File: src/rtl/sgl_pkg.sv
// ----------------------------------------------------------------------------
// sgl_pkg: shared types and constants of the sequence gap loss tracker
// Window word geometry, command codes, word unit operations and the
// sequencer state encoding.
// ----------------------------------------------------------------------------
package sgl_pkg;

  // window storage geometry
  localparam int WORD_BITS       = 64;
  localparam int WORD_LOG        = 6;
  localparam int WINDOW_BITS_DEF = 1024;

  // payload widths
  localparam int SEQ_W  = 32;
  localparam int DROP_W = 31;

  // item command codes
  typedef enum logic {
    CMD_ARRIVAL  = 1'b0,
    CMD_FINALIZE = 1'b1
  } cmd_t;

  // operations of the shared window word unit
  typedef enum logic [1:0] {
    WOP_SHIFT,
    WOP_MARK,
    WOP_RUN,
    WOP_TOP
  } wop_t;

  // word unit result: new word, a bit count or index, and a flag
  typedef struct packed {
    logic [WORD_BITS-1:0] word;
    logic [WORD_LOG:0]    cnt;
    logic                 flag;
  } wu_res_t;

  // sequencer states
  typedef enum logic [3:0] {
    ST_IDLE,
    ST_DIFF,
    ST_DECIDE,
    ST_RUN_SCAN,
    ST_SH_PRIME,
    ST_SH_LOAD,
    ST_SHIFT,
    ST_MARK_RD,
    ST_MARK_WR,
    ST_TOP_SCAN,
    ST_DONE
  } state_t;

endpackage

File: src/rtl/sgl_if.sv
// ----------------------------------------------------------------------------
// sgl_if: item channels of the sequence gap loss tracker
// Input channel (command, sequence number) and result channel (dropped
// count, watermark, pending flag), each with valid/ready.
// ----------------------------------------------------------------------------
interface sgl_in_if;
  import sgl_pkg::*;

  logic             valid;
  logic             ready;
  logic             command;
  logic [SEQ_W-1:0] seq_number;

  modport source (output valid, output command, output seq_number, input ready);
  modport sink   (input valid, input command, input seq_number, output ready);
endinterface

interface sgl_out_if;
  import sgl_pkg::*;

  logic              valid;
  logic              ready;
  logic [DROP_W-1:0] newly_dropped;
  logic [SEQ_W-1:0]  next_expected;
  logic              window_pending;

  modport source (output valid, output newly_dropped, output next_expected,
                  output window_pending, input ready);
  modport sink   (input valid, input newly_dropped, input next_expected,
                  input window_pending, output ready);
endinterface

File: src/rtl/sequence_gap_loss_tracker.sv
// ----------------------------------------------------------------------------
// sequence_gap_loss_tracker: sequence number gap and loss tracker
// Keeps a watermark and an arrival window of WINDOW_BITS positions and
// reports the numbers judged lost by each arrival or finalize item.
// ----------------------------------------------------------------------------
// One item is taken at a time; every item gives exactly one result. The
// window lives in a single-port-read memory of W = ceil(WINDOW_BITS/64)
// 64-bit words, and its sweeps set the cost of an item: an arrival that
// matches the watermark scans the run of marked successors (R words, R is
// 1 unless whole words are marked) and then rewrites the window shifted.
// An arrival ahead inside the window reads and rewrites one word, and a
// finalize scans the words down from the top to the highest marked bit.
// A result waits in an output register, so the next item is taken while
// it is still held. Window words carry valid bits, so reset and every
// window clear take effect at once, with no clearing pass.
// ----------------------------------------------------------------------------
module sequence_gap_loss_tracker #(
  parameter int WINDOW_BITS = sgl_pkg::WINDOW_BITS_DEF
) (
  input  logic      clk,
  input  logic      rst_n,
  sgl_in_if.sink    in_ch,
  sgl_out_if.source out_ch
);
  import sgl_pkg::*;

  localparam int WORDS = (WINDOW_BITS + WORD_BITS - 1) / WORD_BITS;
  localparam int AW    = (WORDS > 1) ? $clog2(WORDS) : 1;
  localparam int RA_W  = $clog2(2 * WORDS + 2);
  localparam int CNT_W = $clog2(WINDOW_BITS + 1);
  localparam int POS_W = $clog2(WINDOW_BITS);
  localparam int SH_W  = $clog2(WINDOW_BITS + 2);

  state_t              state_r, state_nxt;
  logic                started_r, started_nxt;
  logic [SEQ_W-1:0]    exp_r, exp_nxt;
  logic [CNT_W-1:0]    cnt_r, cnt_nxt;
  logic                cmd_r, cmd_nxt;
  logic [SEQ_W-1:0]    seq_r, seq_nxt;
  logic [SEQ_W-1:0]    diff_r, diff_nxt;
  logic [POS_W-1:0]    pos_r, pos_nxt;
  logic [SH_W-1:0]     sh_r, sh_nxt;
  logic [SH_W-1:0]     run_r, run_nxt;
  logic [RA_W-1:0]     cur_r, cur_nxt;
  logic [WORD_BITS-1:0] lo_r, lo_nxt;
  logic [DROP_W-1:0]   drop_r, drop_nxt;
  logic                out_valid_r, out_valid_nxt;
  logic [DROP_W-1:0]   out_drop_r, out_drop_nxt;
  logic [SEQ_W-1:0]    out_exp_r, out_exp_nxt;
  logic                out_pend_r, out_pend_nxt;

  logic [SH_W-1:0]      run_sum;
  logic [RA_W-1:0]      rd_ptr;
  logic [RA_W-1:0]      q_word;
  logic                 ram_we;
  logic [AW-1:0]        ram_waddr;
  logic [WORD_BITS-1:0] ram_rdata;
  logic                 win_clear;
  wop_t                 wu_op;
  logic [WORD_BITS-1:0] wu_lo;
  logic [WORD_LOG-1:0]  wu_amt;
  wu_res_t              wu_res;

  // window memory
  sgl_win_ram #(
    .WORDS (WORDS),
    .AW    (AW)
  ) u_ram (
    .clk         (clk),
    .rst_n       (rst_n),
    .clear       (win_clear),
    .we          (ram_we),
    .waddr       (ram_waddr),
    .wdata       (wu_res.word),
    .raddr       (AW'(rd_ptr)),
    .rd_in_range (rd_ptr < RA_W'(WORDS)),
    .rdata       (ram_rdata)
  );

  // shared word unit
  sgl_word_unit u_wu (
    .op  (wu_op),
    .lo  (wu_lo),
    .hi  (ram_rdata),
    .amt (wu_amt),
    .res (wu_res)
  );

  // whole-word part of the shift amount
  assign q_word = RA_W'(sh_r >> WORD_LOG);

  // handshake and result ports
  assign in_ch.ready           = (state_r == ST_IDLE);
  assign out_ch.valid          = out_valid_r;
  assign out_ch.newly_dropped  = out_drop_r;
  assign out_ch.next_expected  = out_exp_r;
  assign out_ch.window_pending = out_pend_r;

  // sequencer: next state and datapath control
  always_comb begin
    state_nxt     = state_r;
    started_nxt   = started_r;
    exp_nxt       = exp_r;
    cnt_nxt       = cnt_r;
    cmd_nxt       = cmd_r;
    seq_nxt       = seq_r;
    diff_nxt      = diff_r;
    pos_nxt       = pos_r;
    sh_nxt        = sh_r;
    run_nxt       = run_r;
    cur_nxt       = cur_r;
    lo_nxt        = lo_r;
    drop_nxt      = drop_r;
    out_valid_nxt = out_valid_r && !out_ch.ready;
    out_drop_nxt  = out_drop_r;
    out_exp_nxt   = out_exp_r;
    out_pend_nxt  = out_pend_r;
    run_sum       = run_r + SH_W'(wu_res.cnt);
    rd_ptr        = '0;
    ram_we        = 1'b0;
    ram_waddr     = '0;
    win_clear     = 1'b0;
    wu_op         = WOP_SHIFT;
    wu_lo         = ram_rdata;
    wu_amt        = WORD_LOG'(sh_r);

    unique case (state_r)
      ST_IDLE: begin
        if (in_ch.valid) begin
          cmd_nxt   = in_ch.command;
          seq_nxt   = in_ch.seq_number;
          state_nxt = ST_DIFF;
        end
      end

      // signed distance from the watermark
      ST_DIFF: begin
        diff_nxt  = seq_r - exp_r;
        drop_nxt  = '0;
        state_nxt = ST_DECIDE;
      end

      // classify the item
      ST_DECIDE: begin
        priority if (cmd_r == CMD_FINALIZE) begin
          if (cnt_r == '0) begin
            state_nxt = ST_DONE;
          end else begin
            rd_ptr    = RA_W'(WORDS - 1);
            cur_nxt   = RA_W'(WORDS - 1);
            state_nxt = ST_TOP_SCAN;
          end
        end else if (!started_r) begin
          started_nxt = 1'b1;
          exp_nxt     = seq_r + SEQ_W'(1);
          state_nxt   = ST_DONE;
        end else if (diff_r == '0) begin
          rd_ptr    = '0;
          cur_nxt   = '0;
          run_nxt   = '0;
          state_nxt = ST_RUN_SCAN;
        end else if (diff_r[SEQ_W-1]) begin
          state_nxt = ST_DONE;
        end else if (diff_r <= SEQ_W'(WINDOW_BITS)) begin
          pos_nxt   = POS_W'(diff_r - SEQ_W'(1));
          state_nxt = ST_MARK_RD;
        end else begin
          drop_nxt  = DROP_W'(diff_r - SEQ_W'(cnt_r));
          win_clear = 1'b1;
          cnt_nxt   = '0;
          exp_nxt   = seq_r + SEQ_W'(1);
          state_nxt = ST_DONE;
        end
      end

      // length of the marked run right above the watermark
      ST_RUN_SCAN: begin
        wu_op  = WOP_RUN;
        rd_ptr = cur_r + RA_W'(1);
        if (wu_res.flag && (cur_r != RA_W'(WORDS - 1))) begin
          run_nxt = run_sum;
          cur_nxt = cur_r + RA_W'(1);
        end else begin
          sh_nxt    = run_sum + SH_W'(1);
          cnt_nxt   = cnt_r - CNT_W'(run_sum);
          state_nxt = ST_SH_PRIME;
        end
      end

      // advance the watermark, fetch the first source word
      ST_SH_PRIME: begin
        rd_ptr    = q_word;
        exp_nxt   = exp_r + SEQ_W'(sh_r);
        cur_nxt   = '0;
        state_nxt = ST_SH_LOAD;
      end

      ST_SH_LOAD: begin
        lo_nxt    = ram_rdata;
        rd_ptr    = q_word + RA_W'(1);
        state_nxt = ST_SHIFT;
      end

      // rewrite the window one word a cycle, shifted down
      ST_SHIFT: begin
        wu_op     = WOP_SHIFT;
        wu_lo     = lo_r;
        ram_we    = 1'b1;
        ram_waddr = AW'(cur_r);
        lo_nxt    = ram_rdata;
        rd_ptr    = q_word + cur_r + RA_W'(2);
        if (cur_r == RA_W'(WORDS - 1)) begin
          state_nxt = ST_DONE;
        end else begin
          cur_nxt = cur_r + RA_W'(1);
        end
      end

      // mark an arrival ahead of the watermark
      ST_MARK_RD: begin
        rd_ptr    = RA_W'(pos_r >> WORD_LOG);
        state_nxt = ST_MARK_WR;
      end

      ST_MARK_WR: begin
        wu_op     = WOP_MARK;
        wu_amt    = WORD_LOG'(pos_r);
        ram_we    = 1'b1;
        ram_waddr = AW'(pos_r >> WORD_LOG);
        if (!wu_res.flag) begin
          cnt_nxt = cnt_r + CNT_W'(1);
        end
        state_nxt = ST_DONE;
      end

      // finalize: find the highest marked bit, word by word from the top
      ST_TOP_SCAN: begin
        wu_op = WOP_TOP;
        if (wu_res.flag) begin
          drop_nxt  = (DROP_W'(cur_r) << WORD_LOG) + DROP_W'(wu_res.cnt)
                      + DROP_W'(2) - DROP_W'(cnt_r);
          win_clear = 1'b1;
          cnt_nxt   = '0;
          state_nxt = ST_DONE;
        end else begin
          cur_nxt = cur_r - RA_W'(1);
          rd_ptr  = cur_r - RA_W'(1);
        end
      end

      // hand the result to the output register
      ST_DONE: begin
        if (!out_valid_r || out_ch.ready) begin
          out_valid_nxt = 1'b1;
          out_drop_nxt  = drop_r;
          out_exp_nxt   = exp_r;
          out_pend_nxt  = (cnt_r != '0);
          state_nxt     = ST_IDLE;
        end
      end

      default: begin
        state_nxt = ST_IDLE;
      end
    endcase
  end

  // control registers
  always_ff @(posedge clk) begin
    if (!rst_n) begin
      state_r     <= ST_IDLE;
      started_r   <= 1'b0;
      exp_r       <= '0;
      cnt_r       <= '0;
      out_valid_r <= 1'b0;
    end else begin
      state_r     <= state_nxt;
      started_r   <= started_nxt;
      exp_r       <= exp_nxt;
      cnt_r       <= cnt_nxt;
      out_valid_r <= out_valid_nxt;
    end
  end

  // working and result payload registers
  always_ff @(posedge clk) begin
    cmd_r      <= cmd_nxt;
    seq_r      <= seq_nxt;
    diff_r     <= diff_nxt;
    pos_r      <= pos_nxt;
    sh_r       <= sh_nxt;
    run_r      <= run_nxt;
    cur_r      <= cur_nxt;
    lo_r       <= lo_nxt;
    drop_r     <= drop_nxt;
    out_drop_r <= out_drop_nxt;
    out_exp_r  <= out_exp_nxt;
    out_pend_r <= out_pend_nxt;
  end

`ifndef SYNTHESIS
  // the set-bit count never exceeds the window size
  a_cnt_bound: assert property (@(posedge clk) disable iff (!rst_n)
    cnt_r <= CNT_W'(WINDOW_BITS))
    else $error("window set-bit count out of range");

  // once started, the tracker stays started
  a_started_hold: assert property (@(posedge clk) disable iff (!rst_n)
    started_r |=> started_r)
    else $error("started flag dropped");

  // an accepted item goes straight to the distance step
  a_accept_next: assert property (@(posedge clk) disable iff (!rst_n)
    (in_ch.valid && in_ch.ready) |=> (state_r == ST_DIFF))
    else $error("accepted item not processed");

  // a finished item reaches the output register when the slot is free
  a_done_out: assert property (@(posedge clk) disable iff (!rst_n)
    (state_r == ST_DONE) && (!out_valid_r || out_ch.ready) |=> out_valid_r)
    else $error("finished item not presented");

  // a fresh result reports the current pending state of the window
  a_pend_match: assert property (@(posedge clk) disable iff (!rst_n)
    $rose(out_valid_r) |-> (out_pend_r == (cnt_r != '0)))
    else $error("pending flag does not match window");
`endif

endmodule

File: src/rtl/sgl_win_ram.sv
// ----------------------------------------------------------------------------
// sgl_win_ram: arrival window word memory
// One write port, one registered read port, and a valid bit per word so
// that the whole window clears at once. Words not valid read as zero.
// ----------------------------------------------------------------------------
module sgl_win_ram #(
  parameter int WORDS = 16,
  parameter int AW    = 4
) (
  input  logic                          clk,
  input  logic                          rst_n,
  input  logic                          clear,
  input  logic                          we,
  input  logic [AW-1:0]                 waddr,
  input  logic [sgl_pkg::WORD_BITS-1:0] wdata,
  input  logic [AW-1:0]                 raddr,
  input  logic                          rd_in_range,
  output logic [sgl_pkg::WORD_BITS-1:0] rdata
);
  import sgl_pkg::*;

  logic [WORD_BITS-1:0] mem [WORDS];
  logic [WORDS-1:0]     valid_r;
  logic [WORD_BITS-1:0] rd_word_r;
  logic                 rd_vld_r;

  // word storage
  always_ff @(posedge clk) begin
    if (we) begin
      mem[waddr] <= wdata;
    end
    rd_word_r <= mem[raddr];
  end

  // per-word valid bits, cleared at once
  always_ff @(posedge clk) begin
    if (!rst_n || clear) begin
      valid_r <= '0;
      rd_vld_r <= 1'b0;
    end else begin
      if (we) begin
        valid_r[waddr] <= 1'b1;
      end
      rd_vld_r <= rd_in_range && valid_r[raddr];
    end
  end

  assign rdata = rd_vld_r ? rd_word_r : '0;

endmodule

File: src/rtl/sgl_word_unit.sv
// ----------------------------------------------------------------------------
// sgl_word_unit: shared window word unit
// Funnel shift of two words, bit marking, trailing-ones run length and
// highest set bit search on one 64-bit window word.
// ----------------------------------------------------------------------------
module sgl_word_unit (
  input  sgl_pkg::wop_t                 op,
  input  logic [sgl_pkg::WORD_BITS-1:0] lo,
  input  logic [sgl_pkg::WORD_BITS-1:0] hi,
  input  logic [sgl_pkg::WORD_LOG-1:0]  amt,
  output sgl_pkg::wu_res_t              res
);
  import sgl_pkg::*;

  logic [2*WORD_BITS-1:0] cat;
  logic [WORD_BITS-1:0]   inv;
  logic [WORD_BITS-1:0]   iso;
  logic [WORD_BITS-1:0]   rev;
  logic [WORD_BITS-1:0]   riso;
  logic [WORD_LOG-1:0]    iso_idx;
  logic [WORD_LOG-1:0]    riso_idx;

  // lowest clear bit and highest set bit, isolated and encoded
  always_comb begin
    cat = {hi, lo} >> amt;
    inv = ~lo;
    iso = inv & (~inv + WORD_BITS'(1));
    for (int i = 0; i < WORD_BITS; i++) begin
      rev[i] = lo[WORD_BITS-1-i];
    end
    riso = rev & (~rev + WORD_BITS'(1));
    iso_idx  = '0;
    riso_idx = '0;
    for (int i = 0; i < WORD_BITS; i++) begin
      if (iso[i]) begin
        iso_idx = iso_idx | WORD_LOG'(i);
      end
      if (riso[i]) begin
        riso_idx = riso_idx | WORD_LOG'(i);
      end
    end
  end

  // operation select
  always_comb begin
    res = '0;
    unique case (op)
      WOP_SHIFT: begin
        res.word = cat[WORD_BITS-1:0];
      end
      WOP_MARK: begin
        res.word = lo | (WORD_BITS'(1) << amt);
        res.flag = lo[amt];
      end
      WOP_RUN: begin
        res.flag = (inv == '0);
        res.cnt  = (inv == '0) ? (WORD_LOG+1)'(WORD_BITS) : {1'b0, iso_idx};
      end
      WOP_TOP: begin
        res.flag = (lo != '0);
        res.cnt  = {1'b0, WORD_LOG'(WORD_BITS - 1) - riso_idx};
      end
      default: begin
        res = '0;
      end
    endcase
  end

endmodule
File: src/flat_wrapper.sv
// flat-port wrapper written by rule: the top's interface ports become plain ports
module sequence_gap_loss_tracker_flat import sgl_pkg::*;
#(
  parameter int WINDOW_BITS = sgl_pkg::WINDOW_BITS_DEF
)
  (clk, rst_n, in_ch_valid, in_ch_command, in_ch_seq_number, in_ch_ready, out_ch_valid, out_ch_newly_dropped, out_ch_next_expected, out_ch_window_pending, out_ch_ready);
  sgl_in_if in_ch_i ();
  sgl_out_if out_ch_i ();
  input  logic clk;
  input  logic rst_n;
  input wire logic [$bits(in_ch_i.valid)-1:0] in_ch_valid;
  input wire logic [$bits(in_ch_i.command)-1:0] in_ch_command;
  input wire logic [$bits(in_ch_i.seq_number)-1:0] in_ch_seq_number;
  output wire logic [$bits(in_ch_i.ready)-1:0] in_ch_ready;
  output wire logic [$bits(out_ch_i.valid)-1:0] out_ch_valid;
  output wire logic [$bits(out_ch_i.newly_dropped)-1:0] out_ch_newly_dropped;
  output wire logic [$bits(out_ch_i.next_expected)-1:0] out_ch_next_expected;
  output wire logic [$bits(out_ch_i.window_pending)-1:0] out_ch_window_pending;
  input wire logic [$bits(out_ch_i.ready)-1:0] out_ch_ready;
  assign in_ch_i.valid = in_ch_valid;
  assign in_ch_i.command = in_ch_command;
  assign in_ch_i.seq_number = in_ch_seq_number;
  assign in_ch_ready = in_ch_i.ready;
  assign out_ch_valid = out_ch_i.valid;
  assign out_ch_newly_dropped = out_ch_i.newly_dropped;
  assign out_ch_next_expected = out_ch_i.next_expected;
  assign out_ch_window_pending = out_ch_i.window_pending;
  assign out_ch_i.ready = out_ch_ready;
  sequence_gap_loss_tracker #(.WINDOW_BITS(WINDOW_BITS)) u_core (.clk(clk), .rst_n(rst_n), .in_ch(in_ch_i), .out_ch(out_ch_i));
endmodule
File: config.mk
export PLATFORM = sky130hd
export DESIGN_NAME = sequence_gap_loss_tracker_flat
export DESIGN_NICKNAME = d
export VERILOG_FILES = /design/src/rtl/sgl_pkg.sv /design/src/rtl/sgl_if.sv /design/src/rtl/sequence_gap_loss_tracker.sv /design/src/rtl/sgl_win_ram.sv /design/src/rtl/sgl_word_unit.sv /design/src/flat_wrapper.sv
export SDC_FILE = /design/constraint.sdc
export NUM_CORES = 2
export LEC_CHECK = 0
export ABC_CLOCK_PERIOD_IN_PS = 9390
export BUFFER_PORTS_ARGS = -buffer_cell sky130_fd_sc_hd__clkbuf_2
export CAP_MARGIN = 20
export CORE_MARGIN = 3
export CORE_UTILIZATION = 40
export DETAILED_ROUTE_END_ITERATION = 6
export PLACE_DENSITY = 0.62
export SLEW_MARGIN = 20
export SYNTH_ARGS = -nofsm -noshare
export SYNTH_HDL_FRONTEND = slang
export SYNTH_HIERARCHICAL = 1
export SYNTH_SLANG_ARGS = --single-unit
File: constraint.sdc
create_clock -name clk -period 9.39 [get_ports clk]
set_input_delay 0.4695 -clock clk [delete_from_list [all_inputs] [get_ports clk]]
set_output_delay 0.4695 -clock clk [all_outputs]
set_load 0.03 [all_outputs]
Word level (Yosys, flattened, before mapping)
Memories as Yosys holds them, arrays and structs flattened. A register that Yosys moved wholly into a read port is not among the register bits.
Index checks and enable logic that the tools add are counted.
Storage, ports and cells
  register bits after elaboration: 328
  memory bits (writable): 1024
  input port bits: 37
  output and inout bits: 66
  logic and storage cells: 485
  memories: 1
Operators by class
  add/subtract/negate cells: 20
  $lt $le $gt $ge: 6
  equality and inequality tests: 37
  shift operators: 2
  muxes and demuxes: 358
  bitwise logic cells: 7
  reduce and logical (&&, ||, !) cells: 35
Memory list
  u_core.u_ram.mem: words 16, bits a word 64, read ports 1, clocked after memory_dff 1, wr ports 1, line sgl_win_ram.sv:22  | logic [WORD_BITS-1:0] mem [WORDS];
Operators by type and width (number)
  32-bit 2-to-1 mux: 24
  31-bit 2-to-1 mux: 24
  6-bit 2-to-1 mux: 95
  11-bit 2-to-1 mux: 39
  10-bit 2-to-1 mux: 20
  4-bit 2-to-1 mux: 49
  64-bit inverter: 3
  5-bit 2-to-1 mux: 32
  64-bit by 1-bit adder with 64-bit output, second input constant: 2
  64-bit AND: 2
  64-bit 2-to-1 mux: 2
  64-bit case mux with 2 select lines: 1
  128-bit by 6-bit right shift with 64-bit output: 1
  31-bit case mux with 3 select lines: 1
  64-bit zero test: 1
  64-bit OR: 1
  32-bit case mux with 2 select lines: 1
  64-bit nonzero test: 1
  1-bit by 6-bit left shift with 64-bit output, first input constant: 1
  31-bit by 11-bit subtractor with 31-bit output: 2
  11-bit case mux with 4 select lines: 1
  4-bit case mux with 11 select lines: 1
  6-bit case mux with 7 select lines: 1
  1-bit 2-to-1 mux: 41
  other kinds (65): 119

Logic depth before layout (Yosys ltp)
  word-level depth: 77
  gate-level depth with buffers: 36
  gate-level depth less buffers: 28

Hierarchy
Netlist, hierarchy kept.
By module, submodules not included
  sgl_win_ram: times used 1, cells an instance 1771, area each 40645.2 um^2, sequential area each 32371.0 um^2
  sequence_gap_loss_tracker: times used 1, cells an instance 1763, area each 17752.0 um^2, sequential area each 8848.5 um^2
  sgl_word_unit: times used 1, cells an instance 1592, area each 11174.5 um^2, sequential area each 0.0 um^2

Worst setup path after synthesis
No wires, ideal clock.
  path type: register -> register
  from: register u_core.state_r[2]
  to: memory u_core.u_ram.mem[0][0] (enable)
  library setup time: 0.567 ns
  data arrival time: 6.559 ns
  data required time: 8.823 ns
  setup slack: 2.264 ns
  stages on the path, launching flop included: 9
  path buffers: 2
  period minus slack after synthesis: 7.126 ns
  cells stage by stage: dfxtp_1 > clkbuf_1 > inv_2 > nand2_1 > nor3_1 > clkbuf_1 > nand2b_1 > or3b_2 > nor3_1
Between the ends
  longest elaborated chain between the ends: 5
  elaborated cells on any way between the ends: 7
  classes of those cells: eq/ne (2); mux (4); reduce/logical (1)
Ends and longest elaborated chain
  start, declared: line sequence_gap_loss_tracker.sv:34  | state_t state_r, state_nxt;
  start signal, assigned: line sequence_gap_loss_tracker.sv:277  | state_r <= state_nxt;
  4-bit by 3-bit equality test with 1-bit output or 4-bit equality test (tied branches): line sequence_gap_loss_tracker.sv:127  | unique case (state_r)
  2-bit OR reduction (no line) (*)
  1-bit 2-to-1 mux (*): line sequence_gap_loss_tracker.sv:127
  named net u_core.ram_we: line sequence_gap_loss_tracker.sv:55  | logic ram_we;
  1-bit 2-to-1 mux (*): line sgl_win_ram.sv:29  | if (we) begin
  1-bit 2-to-1 mux (not written as such) (*): line sgl_win_ram.sv:30  | mem[waddr] <= wdata;
  end, declared: line sgl_win_ram.sv:22
Mark *: on every way through the listed nets, which the timed path passes. The rest lies on a longest branch.

==> summary.md <==
The synthesized design contains 1416 register bits. Setup repair after global routing left no endpoint under its margin. In the final routed layout, each cell accounts on average for 28.1 um.

The final core utilization was 45.6%. The number of different library cells used by synthesis comes to 103. The longest clock path from root to sink contains 3 buffers. The number of vias per cell after detailed routing is 6.15. The sum of negative setup slack was 0 ns. Max capacitance violation total: 0. Summed over all cells, the static leakage comes to 26.4 nW. In the final design database the tool counted 5418 nets.

The starting utilization of the core area is 40.4%, and the maximum number of pins on one net before global-route repair is 82. For the worst-skew pair, the clock arrives at the later sink with an insertion delay of 0.82 ns. The final critical-path required period came out at 8.57 ns.

The primary flip-flop cell chosen by synthesis mapping is edfxtp_1. Sequential elements use 59.2% of the synthesized area. Compared with the post-synthesis result, the final layout area differs by 13.0%.

The number of global-route vias before repair came out at 45900. The first global-routing pass estimated 317000 um of wire. The cell area that synthesis handed to floorplanning was 69600 sq um. The worst pin sits at a relative slew slack of 17.9%. Synthesis produced 5126 cells. Routability-driven placement finished with a final weighted congestion of 1.02. In the finished design, the share of the clock period the worst path needs comes to 91.2%. The tools report the nature of the critical path startpoint as a flip-flop.

TritonCTS built the clock tree. Clock input transition at the sequential cells of the worst setup and hold paths: 0.06 ns. The worst setup path is of the flip-flop to flip-flop kind. Total count of max-transition violations in the final report: 0.

Counting every sink on the clock net gives 1416. The number of hold violations in the final report came out at 0. After routing the design area is 78600 sq um.

Input and output buffers added on the ports amount to 102. The number of nets in the synthesized netlist is 5279. Prior to clock tree synthesis, the placed netlist has a worst setup slack of 0.740 ns. The tools report the cell chosen for the clock root as clkbuf_16.

103 I/O pins were placed. Power density over the cells: 297 nW/um^2. The library cell used most frequently in the layout, excluding fill and tap cells, is edfxtp_1.

The run gives 7 as the number of detailed-route iterations in the first pass. The estimated wirelength of the detail-placed design came out at 144000 um. The final worst-path setup slack was 0.825 ns; the TritonCTS buffer count was 148.

The global-route total usage across every layer came out at 23.8%. The core region is 172000 sq um. The async set-or-reset flop fraction in the synthesized netlist was 0%; the synthesized area per cell was 13.6 sq um. The worst setup path is captured at a flip-flop. For flop-to-flop paths, the worst setup slack is 0.82 ns.

For this run, design rule violations remaining after detail routing come to 8. The classification of the worst-slack hold path is primary input to flip-flop. At the worst endpoint, the arrival time is 9.24 ns.

The placement row count was 152. The share of cells above drive strength 1 came out at 19.1%. The overall die width came out at 423 um. Across the VDD grid, the largest voltage drop is 0.211 mV. Placed instance area: 73400 sq um. In the layout the commonest cells are 1286 x edfxtp_1, 623 x nand2_1, 381 x mux4_2. The detailed router placed 47400 vias in this run.

The die is 423 um tall. The flow ran to the end, but the final reports show violations. After global routing the overflow that remains totals 0. The top fanout value on the critical path is 19, and the first-iteration detailed-routing DRC count is 6164. The logs give 0 for the remaining antenna violation count and 6 for the count of yosys warnings during synthesis. The H-tree depth was 4; the number of enable flip-flop cells after synthesis was 1286. The final reports fail on design-rule violations.

The initial antenna violation count is 3, and the largest clock skew in the final design is 0.0609 ns. For the pin with the worst max-slew slack, the measured transition is 1.23 ns. Summed over all layers, the routed wires come to 216000 um. Setup violations remaining at the end of the flow were counted as 0.

STA puts the critical path data required time at 10.07 ns. Maximum achievable frequency: 117 MHz. The die outline area came out at 179000 sq um.
## layer usage
layer	vias to the layer above	global-route usage, %	wire [um]
met4	2	9.10	9090
met1	24100	33.5	89000
met2	2649	35.6	96000
li1	20300	-	-
met3	434	5.64	22300
met5	-	0.0269	13
## power breakdown
part           switching [mW]  internal [mW]
logic                    5.60           3.09
registers               0.423           8.41
clock network            2.46           3.35
total                    8.49           14.9
## final timing paths
| check | endpoint | cells after the start | startpoint |
|---|---|---|---|
| setup / recovery | u_core/cnt_r[10] | 27 | u_core/state_r[2] |
| hold / removal | u_core/cnt_r[9] | 3 | rst_n |
| setup reg to reg | u_core/cnt_r[10] | 27 | u_core/state_r[2] |
| hold reg to reg | u_core/out_ch.newly_dropped[10] | 0 | u_core/drop_r[10] |
## cell usage after synthesis, drive strengths merged (110+ instances only)
library cell / count / area share [%]
a22oi: 147 / 1.6
inv: 125 / 0.67
nor2: 323 / 1.7
o21ai: 225 / 1.6
a21oi: 178 / 1.3
clkbuf: 186 / 1.0
buf: 154 / 1.3
dfxtp: 130 / 3.7
nand2: 624 / 3.4
edfxtp: 1286 / 56
mux4: 384 / 12
nor3: 110 / 0.80
## critical path, stage by stage (launching register included)
cell and delay (ns):
dfxtp_1 0.71, nand2b_1 0.48, nor2_4 0.65, buf_4 0.31, nand2_1 0.07, nand2_1 0.45, nand4_2 0.38, nor4_2 0.63
nand4_1 0.40, or3_1 0.47, nand2_1 0.18, o32ai_1 0.18, ha_1 0.27, fa_1 0.45, a211oi_1 0.34, nor2_1 0.09
o21ai_0 0.15, a22o_1 0.30, nand4_1 0.19, xnor2_1 0.19, nor2_1 0.06, ha_1 0.34, nand2_1 0.06, o21ai_0 0.27
a31oi_1 0.15, or3_1 0.34, a21o_1 0.19, a31oi_1 0.16
## through the flow
stage / hold slack, ns / power, mW / std cells
final: 0.277 / 23.3 / 7705
after CTS: 0.173 / 23.3 / 7698
after global routing: 0.253 / 24.4 / 7699
after global placement: 0.402 / 17.4 / 7391
after floorplan: 0.400 / 14.4 / 5126
after detailed placement: 0.405 / 17.5 / 7391
## area by class of cell
type	count	area, sq um
fill	15300	93700
timing repair buffer	328	2480
clock buffer	202	4040
antenna	6	15.0
inverter	127	479
multi-input combinational	3244	26700
clock inverter	72	801
tap	2310	2890
sequential	1416	41200
## kinds of logic after synthesis
kind of cell / share of synthesized area (%)
simple gates: 10.2
flops: 59.2
compound gates: 9.16
mux: 14.4
buf+inv: 3.01
xor+xnor: 1.86
fa+ha+maj: 2.17
## state kept, by name, indices dropped and copies added (netlist names)
name,cells
u_core/seq_r,32
u_core/u_ram/rd_vld_r,1
u_core/u_ram/valid_r,16
u_core/out_ch.next_expected,32
u_core/cnt_r,11
u_core/cur_r,6
u_core/u_ram/mem,1024
u_core/lo_r,64
u_core/u_ram/rd_word_r,64
u_core/run_r,11
u_core/out_ch.window_pending,1
u_core/state_r,4
u_core/exp_r,32
u_core/started_r,1
u_core/out_ch.newly_dropped,31
u_core/cmd_r,1
u_core/pos_r,10
u_core/sh_r,11
u_core/drop_r,31
u_core/out_ch.valid,1
u_core/diff_r,32
## timing repair
| action | CTS | global route |
|---|---|---|
| buffers inserted | 0 | 0 |
| endpoints found under the setup margin | 0 | 1 |
| gates resized for setup | 0 | 1 |
| hold buffers | 33 | 0 |
| hold endpoints to repair | 33 | 0 |
Power figures use the tool's default switching activity.
